`config.mk`:
```
export PLATFORM = sky130hd
export DESIGN_NAME = music_script_lexer_core
export DESIGN_NICKNAME = d
export VERILOG_FILES = /design/src/design/msl_pkg.sv /design/src/design/msl_scan.sv /design/src/design/msl_queue.sv /design/src/design/music_script_lexer_core.sv
export SDC_FILE = /design/constraint.sdc
export NUM_CORES = 2
export LEC_CHECK = 0
export BUFFER_PORTS_ARGS = -buffer_cell sky130_fd_sc_hd__buf_4
export CELL_PAD_IN_SITES_DETAIL_PLACEMENT = 0
export CELL_PAD_IN_SITES_GLOBAL_PLACEMENT = 1
export CORE_ASPECT_RATIO = 0.6
export CORE_MARGIN = 5
export CORE_UTILIZATION = 40
export CTS_CLUSTER_DIAMETER = 60
export DETAILED_ROUTE_END_ITERATION = 8
export PLACE_DENSITY_LB_ADDON = 0.1
export SLEW_MARGIN = 10
export SYNTH_ARGS = -nofsm -noshare
export SYNTH_HDL_FRONTEND = slang
export SYNTH_SLANG_ARGS = --single-unit
```
`constraint.sdc`:
```
create_clock -name clock -period 38 [get_ports clock]
set_input_delay 5.7 -clock clock [delete_from_list [all_inputs] [get_ports clock]]
set_output_delay 5.7 -clock clock [all_outputs]
set_load 0.005 [all_outputs]
```
`src/design/msl_pkg.sv`:
```
// shared types, token kind codes and character tables for the music script lexer
// no dependencies; used by msl_scan, msl_queue and music_script_lexer_core
`default_nettype none

package msl_pkg;

   localparam int FIELD_BITS = 24;
   localparam logic [FIELD_BITS-1:0] FIELD_MAX = 24'hFFFFFF;
   localparam int KW_COUNT = 8;
   localparam int KW_MAX_LEN = 6;
   localparam int MAX_KIND = 36;

   typedef enum logic [3:0] {
      MODE_IDLE    = 4'd0,
      MODE_IDENT   = 4'd1,
      MODE_NUM     = 4'd2,
      MODE_NUMDOT  = 4'd3,
      MODE_FRAC    = 4'd4,
      MODE_OPER    = 4'd5,
      MODE_COMMENT = 4'd6,
      MODE_STRING  = 4'd7
   } scan_mode_type;

   localparam logic [5:0] KIND_EOF      = 6'd0;
   localparam logic [5:0] KIND_ERROR    = 6'd1;
   localparam logic [5:0] KIND_IDENT    = 6'd2;
   localparam logic [5:0] KIND_NUMBER   = 6'd3;
   localparam logic [5:0] KIND_STR_BASE = 6'd4;
   localparam logic [5:0] KIND_COLON    = 6'd8;
   localparam logic [5:0] KIND_LPAREN   = 6'd9;
   localparam logic [5:0] KIND_RPAREN   = 6'd10;
   localparam logic [5:0] KIND_SEMI     = 6'd11;
   localparam logic [5:0] KIND_CARET    = 6'd12;
   localparam logic [5:0] KIND_COMMA    = 6'd13;
   localparam logic [5:0] KIND_DOT      = 6'd14;
   localparam logic [5:0] KIND_MINUS    = 6'd15;
   localparam logic [5:0] KIND_ARROW    = 6'd16;
   localparam logic [5:0] KIND_PLUS     = 6'd17;
   localparam logic [5:0] KIND_SLASH    = 6'd18;
   localparam logic [5:0] KIND_STAR     = 6'd19;
   localparam logic [5:0] KIND_DOLLAR   = 6'd20;
   localparam logic [5:0] KIND_BANG     = 6'd21;
   localparam logic [5:0] KIND_ASSIGN   = 6'd23;
   localparam logic [5:0] KIND_LESS     = 6'd25;
   localparam logic [5:0] KIND_GREATER  = 6'd27;
   localparam logic [5:0] KIND_KW_BASE  = 6'd29;

   localparam logic [1:0] ERR_NONE       = 2'd0;
   localparam logic [1:0] ERR_UNTERM     = 2'd1;
   localparam logic [1:0] ERR_UNEXPECTED = 2'd2;

   // keyword text, first character in the top byte, padded with zeros
   localparam logic [47:0] KW_TEXT [KW_COUNT] = '{
      "tuning", {"doze", 16'h0}, {"perk", 16'h0}, {"swap", 16'h0},
      {"shake", 8'h0}, "future", {"tempo", 8'h0}, {"shift", 8'h0}
   };
   localparam logic [2:0] KW_LEN [KW_COUNT] = '{
      3'd6, 3'd4, 3'd4, 3'd4, 3'd5, 3'd6, 3'd5, 3'd5
   };

   typedef struct packed {
      logic [5:0]            kind;
      logic [FIELD_BITS-1:0] start;
      logic [FIELD_BITS-1:0] length;
      logic [FIELD_BITS-1:0] line;
      logic [1:0]            err;
      logic                  last;
   } tok_rec_type;

   // up to three records leave the scanner for one byte
   typedef struct packed {
      logic [1:0]            count;
      tok_rec_type [2:0]     recs;
   } push_type;

   function automatic logic is_alpha(input logic [7:0] c);
      return (c >= "a" && c <= "z") || (c >= "A" && c <= "Z") || c == "_";
   endfunction

   function automatic logic is_digit(input logic [7:0] c);
      return c >= "0" && c <= "9";
   endfunction

   function automatic logic [5:0] single_kind(input logic [7:0] c);
      logic [5:0] k;
      case (c)
         "-": k = KIND_MINUS;
         "!": k = KIND_BANG;
         "=": k = KIND_ASSIGN;
         "<": k = KIND_LESS;
         ">": k = KIND_GREATER;
         default: k = KIND_SLASH;
      endcase
      return k;
   endfunction

   function automatic logic [7:0] close_char(input logic [1:0] d);
      logic [7:0] c;
      case (d)
         2'd0: c = "\"";
         2'd1: c = "|";
         2'd2: c = "}";
         default: c = "]";
      endcase
      return c;
   endfunction

endpackage

`default_nettype wire

```
`src/design/msl_scan.sv`:
```
// front end: per-byte scanner state machine that classifies bytes into tokens
// depends on msl_pkg; pushes up to three token records per byte into msl_queue
`default_nettype none

module msl_scan #(
   parameter int POSITION_BITS = 24,
   parameter int KEYWORD_CHARS = 6
) (
   input  wire logic              clock,
   input  wire logic              reset,
   input  wire logic              accept,
   input  wire logic [7:0]        text_byte,
   input  wire logic              end_of_text,
   output msl_pkg::push_type      push
);

   localparam int P  = POSITION_BITS;
   localparam int FW = $clog2(KEYWORD_CHARS + 1);
   localparam int IW = $clog2(KEYWORD_CHARS);

   msl_pkg::scan_mode_type mode_ff, mode_in;
   logic [P-1:0]   pos_ff, pos_in;
   logic [P-1:0]   tb_ff, tb_in;
   logic [23:0]    line_ff, line_in;
   logic [KEYWORD_CHARS-1:0][7:0] prefix_ff, prefix_in;
   logic [FW-1:0]  fill_ff, fill_in;
   logic           too_long_ff, too_long_in;
   logic [7:0]     pend_ff, pend_in;
   logic [1:0]     cd_ff, cd_in;

   msl_pkg::tok_rec_type [2:0] recs;
   logic [1:0]     n;
   logic           fresh;
   logic [P:0]     p_x, prev_x, tb_x, tb1_x;
   logic [23:0]    line_inc;
   logic [5:0]     word_kind;

   function automatic logic [23:0] clampw(input logic [P:0] v);
      logic [32:0] w;
      w = 33'(v);
      return (w > 33'(msl_pkg::FIELD_MAX)) ? msl_pkg::FIELD_MAX : w[23:0];
   endfunction

   function automatic logic [P:0] span(input logic [P:0] a, input logic [P:0] b);
      return (b > a) ? b - a : '0;
   endfunction

   function automatic msl_pkg::tok_rec_type mk(input logic [5:0] kind,
      input logic [P:0] start, input logic [P:0] len, input logic [1:0] err,
      input logic [23:0] line);
      msl_pkg::tok_rec_type r;
      r.kind   = kind;
      r.start  = clampw(start);
      r.length = clampw(len);
      r.line   = line;
      r.err    = err;
      r.last   = 1'b0;
      return r;
   endfunction

   assign p_x      = {1'b0, pos_ff};
   assign prev_x   = (pos_ff != '0) ? p_x - 1'b1 : '0;
   assign tb_x     = {1'b0, tb_ff};
   assign tb1_x    = tb_x + 1'b1;
   assign line_inc = (line_ff == msl_pkg::FIELD_MAX) ? line_ff : line_ff + 1'b1;

   // keyword lookup on the stored word prefix
   always_comb begin
      logic hit;
      word_kind = msl_pkg::KIND_IDENT;
      for (int k = 0; k < msl_pkg::KW_COUNT; k++) begin
         hit = !too_long_ff && (fill_ff == FW'(msl_pkg::KW_LEN[k]));
         for (int i = 0; i < msl_pkg::KW_MAX_LEN; i++) begin
            if (i < int'(msl_pkg::KW_LEN[k]) &&
                prefix_ff[i] != msl_pkg::KW_TEXT[k][47-8*i -: 8])
               hit = 1'b0;
         end
         if (hit)
            word_kind = msl_pkg::KIND_KW_BASE + 6'(k);
      end
   end

   always_comb begin
      mode_in     = mode_ff;
      pos_in      = pos_ff;
      tb_in       = tb_ff;
      line_in     = line_ff;
      prefix_in   = prefix_ff;
      fill_in     = fill_ff;
      too_long_in = too_long_ff;
      pend_in     = pend_ff;
      cd_in       = cd_ff;
      recs        = '0;
      n           = 2'd0;
      fresh       = 1'b0;

      if (end_of_text) begin
         case (mode_ff)
            msl_pkg::MODE_IDENT: begin
               recs[n] = mk(word_kind, tb_x, span(tb_x, p_x), msl_pkg::ERR_NONE, line_ff);
               n = n + 1'b1;
            end
            msl_pkg::MODE_NUM, msl_pkg::MODE_FRAC: begin
               recs[n] = mk(msl_pkg::KIND_NUMBER, tb_x, span(tb_x, p_x),
                            msl_pkg::ERR_NONE, line_ff);
               n = n + 1'b1;
            end
            msl_pkg::MODE_NUMDOT: begin
               recs[n] = mk(msl_pkg::KIND_NUMBER, tb_x, span(tb_x, prev_x),
                            msl_pkg::ERR_NONE, line_ff);
               n = n + 1'b1;
               recs[n] = mk(msl_pkg::KIND_DOT, prev_x, (P+1)'(1), msl_pkg::ERR_NONE, line_ff);
               n = n + 1'b1;
            end
            msl_pkg::MODE_OPER: begin
               recs[n] = mk(msl_pkg::single_kind(pend_ff), tb_x, (P+1)'(1),
                            msl_pkg::ERR_NONE, line_ff);
               n = n + 1'b1;
            end
            msl_pkg::MODE_STRING: begin
               recs[n] = mk(msl_pkg::KIND_ERROR, tb1_x, span(tb1_x, p_x),
                            msl_pkg::ERR_UNTERM, line_ff);
               n = n + 1'b1;
            end
            default: ;
         endcase
         recs[n] = mk(msl_pkg::KIND_EOF, p_x, '0, msl_pkg::ERR_NONE, line_ff);
         n = n + 1'b1;
         // back to the state after reset for the next text
         mode_in     = msl_pkg::MODE_IDLE;
         pos_in      = '0;
         tb_in       = '0;
         line_in     = 24'd1;
         prefix_in   = '0;
         fill_in     = '0;
         too_long_in = 1'b0;
         pend_in     = '0;
         cd_in       = '0;
      end else begin
         case (mode_ff)
            msl_pkg::MODE_IDENT: begin
               if (msl_pkg::is_alpha(text_byte) || msl_pkg::is_digit(text_byte)) begin
                  if (fill_ff < FW'(KEYWORD_CHARS)) begin
                     prefix_in[fill_ff[IW-1:0]] = text_byte;
                     fill_in = fill_ff + 1'b1;
                  end else begin
                     too_long_in = 1'b1;
                  end
               end else begin
                  recs[n] = mk(word_kind, tb_x, span(tb_x, p_x), msl_pkg::ERR_NONE, line_ff);
                  n = n + 1'b1;
                  fresh = 1'b1;
               end
            end
            msl_pkg::MODE_NUM: begin
               if (text_byte == ".") begin
                  mode_in = msl_pkg::MODE_NUMDOT;
               end else if (!msl_pkg::is_digit(text_byte)) begin
                  recs[n] = mk(msl_pkg::KIND_NUMBER, tb_x, span(tb_x, p_x),
                               msl_pkg::ERR_NONE, line_ff);
                  n = n + 1'b1;
                  fresh = 1'b1;
               end
            end
            msl_pkg::MODE_NUMDOT: begin
               if (msl_pkg::is_digit(text_byte)) begin
                  mode_in = msl_pkg::MODE_FRAC;
               end else begin
                  recs[n] = mk(msl_pkg::KIND_NUMBER, tb_x, span(tb_x, prev_x),
                               msl_pkg::ERR_NONE, line_ff);
                  n = n + 1'b1;
                  recs[n] = mk(msl_pkg::KIND_DOT, prev_x, (P+1)'(1),
                               msl_pkg::ERR_NONE, line_ff);
                  n = n + 1'b1;
                  fresh = 1'b1;
               end
            end
            msl_pkg::MODE_FRAC: begin
               if (!msl_pkg::is_digit(text_byte)) begin
                  recs[n] = mk(msl_pkg::KIND_NUMBER, tb_x, span(tb_x, p_x),
                               msl_pkg::ERR_NONE, line_ff);
                  n = n + 1'b1;
                  fresh = 1'b1;
               end
            end
            msl_pkg::MODE_OPER: begin
               if (pend_ff == "-" && text_byte == ">") begin
                  recs[n] = mk(msl_pkg::KIND_ARROW, tb_x, (P+1)'(2),
                               msl_pkg::ERR_NONE, line_ff);
                  n = n + 1'b1;
                  mode_in = msl_pkg::MODE_IDLE;
               end else if (pend_ff == "/" && text_byte == "/") begin
                  mode_in = msl_pkg::MODE_COMMENT;
               end else if (pend_ff != "-" && pend_ff != "/" && text_byte == "=") begin
                  recs[n] = mk(msl_pkg::single_kind(pend_ff) + 6'd1, tb_x, (P+1)'(2),
                               msl_pkg::ERR_NONE, line_ff);
                  n = n + 1'b1;
                  mode_in = msl_pkg::MODE_IDLE;
               end else begin
                  recs[n] = mk(msl_pkg::single_kind(pend_ff), tb_x, (P+1)'(1),
                               msl_pkg::ERR_NONE, line_ff);
                  n = n + 1'b1;
                  fresh = 1'b1;
               end
            end
            msl_pkg::MODE_COMMENT: begin
               if (text_byte == "\n")
                  fresh = 1'b1;
            end
            msl_pkg::MODE_STRING: begin
               if (text_byte == msl_pkg::close_char(cd_ff)) begin
                  recs[n] = mk(msl_pkg::KIND_STR_BASE + {4'd0, cd_ff}, tb1_x,
                               span(tb1_x, p_x), msl_pkg::ERR_NONE, line_ff);
                  n = n + 1'b1;
                  mode_in = msl_pkg::MODE_IDLE;
               end else if (text_byte == "\n") begin
                  line_in = line_inc;
               end
            end
            default: fresh = 1'b1;
         endcase

         // the byte starts a new token (or is skipped)
         if (fresh) begin
            mode_in = msl_pkg::MODE_IDLE;
            case (text_byte) inside
               " ", "\r", "\t": ;
               "\n": line_in = line_inc;
               ":": begin recs[n] = mk(msl_pkg::KIND_COLON, p_x, (P+1)'(1),
                                       msl_pkg::ERR_NONE, line_ff); n = n + 1'b1; end
               "(": begin recs[n] = mk(msl_pkg::KIND_LPAREN, p_x, (P+1)'(1),
                                       msl_pkg::ERR_NONE, line_ff); n = n + 1'b1; end
               ")": begin recs[n] = mk(msl_pkg::KIND_RPAREN, p_x, (P+1)'(1),
                                       msl_pkg::ERR_NONE, line_ff); n = n + 1'b1; end
               ";": begin recs[n] = mk(msl_pkg::KIND_SEMI, p_x, (P+1)'(1),
                                       msl_pkg::ERR_NONE, line_ff); n = n + 1'b1; end
               "^": begin recs[n] = mk(msl_pkg::KIND_CARET, p_x, (P+1)'(1),
                                       msl_pkg::ERR_NONE, line_ff); n = n + 1'b1; end
               ",": begin recs[n] = mk(msl_pkg::KIND_COMMA, p_x, (P+1)'(1),
                                       msl_pkg::ERR_NONE, line_ff); n = n + 1'b1; end
               ".": begin recs[n] = mk(msl_pkg::KIND_DOT, p_x, (P+1)'(1),
                                       msl_pkg::ERR_NONE, line_ff); n = n + 1'b1; end
               "+": begin recs[n] = mk(msl_pkg::KIND_PLUS, p_x, (P+1)'(1),
                                       msl_pkg::ERR_NONE, line_ff); n = n + 1'b1; end
               "*": begin recs[n] = mk(msl_pkg::KIND_STAR, p_x, (P+1)'(1),
                                       msl_pkg::ERR_NONE, line_ff); n = n + 1'b1; end
               "$": begin recs[n] = mk(msl_pkg::KIND_DOLLAR, p_x, (P+1)'(1),
                                       msl_pkg::ERR_NONE, line_ff); n = n + 1'b1; end
               "-", "!", "=", "<", ">", "/": begin
                  mode_in = msl_pkg::MODE_OPER;
                  pend_in = text_byte;
                  tb_in   = pos_ff;
               end
               "\"": begin mode_in = msl_pkg::MODE_STRING; cd_in = 2'd0; tb_in = pos_ff; end
               "|":  begin mode_in = msl_pkg::MODE_STRING; cd_in = 2'd1; tb_in = pos_ff; end
               "{":  begin mode_in = msl_pkg::MODE_STRING; cd_in = 2'd2; tb_in = pos_ff; end
               "[":  begin mode_in = msl_pkg::MODE_STRING; cd_in = 2'd3; tb_in = pos_ff; end
               ["a":"z"], ["A":"Z"], "_": begin
                  mode_in      = msl_pkg::MODE_IDENT;
                  tb_in        = pos_ff;
                  prefix_in[0] = text_byte;
                  fill_in      = FW'(1);
                  too_long_in  = 1'b0;
               end
               ["0":"9"]: begin
                  mode_in = msl_pkg::MODE_NUM;
                  tb_in   = pos_ff;
               end
               default: begin
                  recs[n] = mk(msl_pkg::KIND_ERROR, p_x, (P+1)'(1),
                               msl_pkg::ERR_UNEXPECTED, line_ff);
                  n = n + 1'b1;
               end
            endcase
         end

         if (pos_ff != {P{1'b1}})
            pos_in = pos_ff + 1'b1;
      end

      if (n != 2'd0)
         recs[n - 1'b1].last = 1'b1;
   end

   assign push.count = accept ? n : 2'd0;
   assign push.recs  = recs;

   always_ff @(posedge clock) begin
      if (reset) begin
         mode_ff     <= msl_pkg::MODE_IDLE;
         pos_ff      <= '0;
         tb_ff       <= '0;
         line_ff     <= 24'd1;
         prefix_ff   <= '0;
         fill_ff     <= '0;
         too_long_ff <= 1'b0;
         pend_ff     <= '0;
         cd_ff       <= '0;
      end else if (accept) begin
         mode_ff     <= mode_in;
         pos_ff      <= pos_in;
         tb_ff       <= tb_in;
         line_ff     <= line_in;
         prefix_ff   <= prefix_in;
         fill_ff     <= fill_in;
         too_long_ff <= too_long_in;
         pend_ff     <= pend_in;
         cd_ff       <= cd_in;
      end
   end

endmodule

`default_nettype wire

```
`src/design/msl_queue.sv`:
```
// back end: 8-entry token queue, takes up to 3 records/cycle, one out if ready
// depends on msl_pkg; fed by msl_scan, drives the result channel
`default_nettype none

module msl_queue (
   input  wire logic                  clock,
   input  wire logic                  reset,
   input  wire msl_pkg::push_type     push,
   output logic                       room,
   output logic                       out_valid,
   input  wire logic                  out_ready,
   output msl_pkg::tok_rec_type       out_rec
);

   localparam int DEPTH = 8;
   localparam int AW    = $clog2(DEPTH);

   msl_pkg::tok_rec_type mem [DEPTH];
   logic [AW-1:0] wr_ff, wr_in;
   logic [AW-1:0] rd_ff, rd_in;
   logic [AW:0]   count_ff, count_in;
   logic          pop;

   assign out_valid = (count_ff != '0);
   assign pop       = out_valid && out_ready;
   assign out_rec   = mem[rd_ff];
   // room for the worst byte, whatever leaves this cycle
   assign room      = (count_ff <= (AW+1)'(DEPTH - 3));

   always_comb begin
      wr_in    = wr_ff + AW'(push.count);
      rd_in    = pop ? rd_ff + 1'b1 : rd_ff;
      count_in = count_ff + (AW+1)'(push.count) - (AW+1)'(pop);
   end

   always_ff @(posedge clock) begin
      for (int i = 0; i < 3; i++) begin
         if (2'(i) < push.count)
            mem[wr_ff + AW'(i)] <= push.recs[i];
      end
   end

   always_ff @(posedge clock) begin
      if (reset) begin
         wr_ff    <= '0;
         rd_ff    <= '0;
         count_ff <= '0;
      end else begin
         wr_ff    <= wr_in;
         rd_ff    <= rd_in;
         count_ff <= count_in;
      end
   end

`ifndef SYNTHESIS
   a_no_overflow: assert property (@(posedge clock) disable iff (reset)
      count_ff <= (AW+1)'(DEPTH))
      else $error("token queue overflow");

   a_push_needs_room: assert property (@(posedge clock) disable iff (reset)
      (push.count != 2'd0) |-> room)
      else $error("scanner pushed without room");

   a_count_tracks: assert property (@(posedge clock) disable iff (reset)
      (!out_valid && push.count == 2'd0) |=> !out_valid)
      else $error("queue became non-empty without a push");

   a_kind_range: assert property (@(posedge clock) disable iff (reset)
      out_valid |-> (out_rec.kind <= 6'(msl_pkg::MAX_KIND)))
      else $error("token kind out of range");
`endif

endmodule

`default_nettype wire

```
`src/design/music_script_lexer_core.sv`:
```
// top level of the music script lexer: scanner front end and token queue back end
// depends on msl_pkg, msl_scan and msl_queue
//
// channel  dir  tdata                                   tuser                  tlast
// req_     in   [7:0] text_byte                         -                      end_of_text
// rsp_     out  [23:0] start [47:24] length [71:48] line [5:0] kind [7:6] error last_of_run
//
// one byte taken per cycle while there is room; the scanner updates its state in that cycle
// a byte yields zero to three tokens, queued and sent one per cycle while rsp_tready is high
// the byte input stalls while fewer than three queue entries are free
// reset is synchronous and leaves the scanner between tokens at offset 0, line 1
`default_nettype none

module music_script_lexer_core #(
   parameter int POSITION_BITS = 24,
   parameter int KEYWORD_CHARS = 6
) (
   input  wire logic        clock,
   input  wire logic        reset,
   input  wire logic        req_tvalid,
   output logic             req_tready,
   input  wire logic [7:0]  req_tdata,   // [7:0] text_byte
   input  wire logic        req_tlast,   // end_of_text
   output logic             rsp_tvalid,
   input  wire logic        rsp_tready,
   output logic [71:0]      rsp_tdata,   // [23:0] start_offset, [47:24] token_length,
                                         // [71:48] line_number
   output logic [7:0]       rsp_tuser,   // [5:0] token_kind, [7:6] error_code
   output logic             rsp_tlast    // last_of_run
);

   msl_pkg::push_type    push;
   msl_pkg::tok_rec_type head;
   logic                 room;

   assign req_tready = room;

   msl_scan #(
      .POSITION_BITS (POSITION_BITS),
      .KEYWORD_CHARS (KEYWORD_CHARS)
   ) u_scan (
      .clock       (clock),
      .reset       (reset),
      .accept      (req_tvalid && room),
      .text_byte   (req_tdata),
      .end_of_text (req_tlast),
      .push        (push)
   );

   msl_queue u_queue (
      .clock     (clock),
      .reset     (reset),
      .push      (push),
      .room      (room),
      .out_valid (rsp_tvalid),
      .out_ready (rsp_tready),
      .out_rec   (head)
   );

   assign rsp_tdata = {head.line, head.length, head.start};
   assign rsp_tuser = {head.err, head.kind};
   assign rsp_tlast = head.last;

endmodule

`default_nettype wire
```
==> metrics.csv <==
stage;metric;value;unit
synthesis;compound_cell_area_share_of_the_yosys_netlist;0.161;
synthesis;synth-seq-cells;798;
clock_tree;cts_made_buffers;84;
synthesis;synthArstFlopShare;0;
synthesis;synth_simple_gate_area_share;0.172;
clock_tree;clk_sinks;798;
global_route;combined_global_route_utilization_of_all_metal_layers;0.297;
clock_tree;max-clock-path-buffers;3;
worst_hold_path;holdCritPathClass;flip-flop to flip-flop;
floorplanning;io_pins;96;
floorplanning;fp.dieW;453;um
global_route;pin_count_of_the_biggest_net_entering_global_routing;127;
global_route;number_of_global_route_vias_before_repair;36100;
synthesis;synth_top_family_by_area;simple AND/OR/NAND/NOR gates;
sta;final_period_minus_worst_setup_slack;13.15;ns
layout;fin_nets;4506;
pwr;vdd_ir_drop_max;33.9;uV
layout;mostFrequentLayoutCells;sky130_fd_sc_hd__edfxtp_1, sky130_fd_sc_hd__nor2_1, sky130_fd_sc_hd__nand2_1, sky130_fd_sc_hd__buf_4, sky130_fd_sc_hd__o221ai_1;
detailed_routing;finalWirelength;190000;um
floorplanning;start_util;0.403;
floorplanning;die_area;125000;sq um
layout;layout_cell_area_excl_fill;52600;sq um
run_status;run_status;complete, no violations;
setup_path;required;38.30;ns
detailed_routing;remaining_drc_errors;0;
clock_tree;cts_setup_buffers;0;
synthesis;postSynth.topFlopCell;sky130_fd_sc_hd__edfxtp_1;
clock_tree;cts_root_buffer;sky130_fd_sc_hd__clkbuf_16;
synthesis;synth_mux_area_frac;0.0998;
synthesis;net_count_synth;4528;
setup_path;reg_to_reg_setup_timing_slack;29.14;ns
detailed_routing;route.detailed.vias_per_inst;6.46;
synthesis;synth-edff-count;648;
sta;max-slew-margin-rel;0.0950;
clock_tree;h-tree-depth;3;
synthesis;post_synth_instance_area;47100;sq um
sta;unrepaired_setup_endpoints_after_global_routing;false;
synthesis;distinct_cell_type_count_of_the_synthesized_netlist;102;
sta;tightestPinTransition;1.35;ns
setup_path;endpoint_kind;flip-flop;
flow_run;drv.max_cap_violation_count;0;
sta;max_freq;76.0;MHz
sta;fin_worst_skew;0.0436;ns
setup_path;crit_type;primary input to flip-flop;
detailed_routing;dr_total_vias;39100;
detailed_routing;wl_per_cell;31.4;um
synthesis;synth_area_leader_cell;sky130_fd_sc_hd__edfxtp_1;
setup_path;worst-endpoint-arrival;13.45;ns
layout;synthToLayoutAreaGrowth;11.7;%
synthesis;synth_xor_xnor_area_share;0.0270;
synthesis;synth_top_area_frac;0.413;
clock_tree;cts_tree;built;
layout;layout-drive-gt1-share;0.158;
setup_path;crit_path_start_kind;primary input;
sta;tns;0;ns
synthesis;adder_cell_share_of_the_synthesized_area;0.0279;
pwr;pwr_density_cell;50.3;nW/um^2
sta;setup_violating_endpoint_count_in_the_final_report;0;
synthesis;syn-mean-instance-area;10.7;sq um
global_route;antenna_found_initial;4;
floorplanning;core_area;117000;sq um
placement;finalWeightedCongestion;0.966;
sta;report.final.slew_viol_count;0;
global_route;grt_overflow_total;0;
sta;hold_viol;0;
placement;port_buffers;95;
placement;placedInstanceArea;50000;sq um
layout;num-fill-cells;10900;
synthesis;postSynthCellCount;4413;
detailed_routing;initialDrtViolationCount;5658;
layout;final_common_cell;sky130_fd_sc_hd__edfxtp_1;
sta;final.hold.worst_slack;0.460;ns
clock_tree;worst_skew_pair.late_latency;0.70;ns
synthesis;yosysSeqAreaShare;0.477;
pwr;power;0.00264;W
detailed_routing;drtAntennaViolNets;0;
synthesis;ys_top_cells_by_area;sky130_fd_sc_hd__edfxtp_1, sky130_fd_sc_hd__mux4_2, sky130_fd_sc_hd__dfxtp_1, sky130_fd_sc_hd__o221ai_1, sky130_fd_sc_hd__nor2_1;
clock_tree;cts.hold.buffers_added;0;
clock_tree;cts_repair_resize_count;0;
global_route;grt_first_pass_wirelength;271000;um
sta;period_share;0.346;
placement;detailed_place_hpwl;127000;um
floorplanning;die_h;276;um
setup_path;crit_path_max_fanout;45;
floorplanning;standard_cell_rows;97;
pwr;p_leak;18.3;nW
clock_tree;clock_slew_at_the_register_clock_pins_of_the_worst_setup_and_hold_paths;0.06;ns
detailed_routing;drt_pre_antenna_iters;6;
synthesis;synth.yosys.warnings;0;
-- metrics by stage --
| step | setup WS, ns | cells | utilization |
|---|---|---|---|
| finish | 24.85 | 6043 | 0.451 |
| global route | 24.57 | 6040 | 0.451 |
| CTS | 24.93 | 6040 | 0.451 |
| detailed placement | 24.24 | 5889 | 0.428 |
| global placement | 24.28 | 5889 | 0.428 |
| floorplan | 20.07 | 4413 | - |
-- critical path, cell delays in order --
cell and delay (ns):
sky130_fd_sc_hd__buf_4 0.18, sky130_fd_sc_hd__or4b_1 0.68, sky130_fd_sc_hd__or3_1 0.48, sky130_fd_sc_hd__a21oi_1 0.17, sky130_fd_sc_hd__o32ai_1 0.10, sky130_fd_sc_hd__buf_4 0.24
sky130_fd_sc_hd__nor3_2 0.36, sky130_fd_sc_hd__ha_1 0.30, sky130_fd_sc_hd__nor2_1 0.10, sky130_fd_sc_hd__or4b_1 0.45, sky130_fd_sc_hd__a221o_1 0.37, sky130_fd_sc_hd__a21oi_2 0.71
sky130_fd_sc_hd__inv_2 0.51, sky130_fd_sc_hd__or4_1 0.58, sky130_fd_sc_hd__buf_4 0.27, sky130_fd_sc_hd__nand2_2 0.80, sky130_fd_sc_hd__a41o_4 0.68, sky130_fd_sc_hd__buf_4 0.70
-- cells by family (layout without fill, tap and decap cells) --
kind of cell | Yosys count | after routing
XOR/XNOR | 145 | 145
AO/OA/AOI/OAI | 1019 | 1019
adder cells (fa/ha/maj) | 102 | 102
multiplexers | 257 | 257
other | 0 | 3
buffers and inverters | 426 | 469
AND/OR/NAND/NOR | 1666 | 1666
flip-flops | 798 | 798
-- synthesized netlist by cell type, drive strengths merged, types with 31 or more instances --
| cell | instances |
|---|---|
| a21oi | 167 |
| a221oi | 48 |
| a22oi | 100 |
| and2 | 148 |
| and3 | 31 |
| buf | 70 |
| clkbuf | 279 |
| dfxtp | 150 |
| edfxtp | 648 |
| ha | 97 |
| inv | 76 |
| mux2 | 82 |
| mux4 | 162 |
| nand2 | 437 |
| nand3 | 97 |
| nand4 | 45 |
| nor2 | 506 |
| nor2b | 106 |
| nor3 | 90 |
| nor4 | 35 |
| o21ai | 155 |
| o221ai | 219 |
| xnor2 | 83 |
| xor2 | 62 |
-- power breakdown --
part           switching [W]  leakage, nW  internal, W  total (W)
Sequential         0.0000236         7.41      0.00100    0.00103
Combinational       0.000473         9.59     0.000331   0.000804
Clock               0.000370         1.29     0.000446   0.000816
Total               0.000867         18.3      0.00178    0.00264
-- layer usage --
layer  vias up  part of all wire  wire [um]  track usage
li1      16900                 -          -            -
met3       236              0.11      21100       0.0811
met4         6             0.019       3650       0.0611
met1     19700              0.48      90500        0.475
met2      2216              0.39      74400        0.394
met5         -           0.00023         44            0
-- registers in the layout, summed over array words and instances, names as in the netlist, 4 cells and up, named ones only --
name / flops
u_scan.tb_ff: 24
u_scan.line_ff: 24
u_queue.count_ff: 4
u_queue.mem: 648
u_scan.prefix_ff: 48
u_scan.pend_ff: 8
u_scan.pos_ff: 24
-- worst paths after layout --
path | to | cells past startpoint | start
max | u_queue.mem[5][41] | 18 | req_tdata[7]
min reg2reg | u_scan.pend_ff[5] | 2 | u_scan.pend_ff[5]
max reg2reg | u_queue.mem[0][27] | 19 | u_scan.pos_ff[4]
min | u_scan.pend_ff[5] | 2 | u_scan.pend_ff[5]
-- area by class of cell --
type                            instances  area, sq um  area share
Clock buffer                          113         2310      0.0440
Antenna cell                            3         7.51    0.000143
Timing Repair Buffer                  241         1820      0.0346
Sequential cell                       798        22500       0.427
Clock inverter                         38          340     0.00647
Multi-Input combinational cell       3189        23400       0.445
Inverter                               77          289     0.00549
Tap cell                             1584         1980      0.0377
Note: power is estimated with default switching activity, not from simulation.
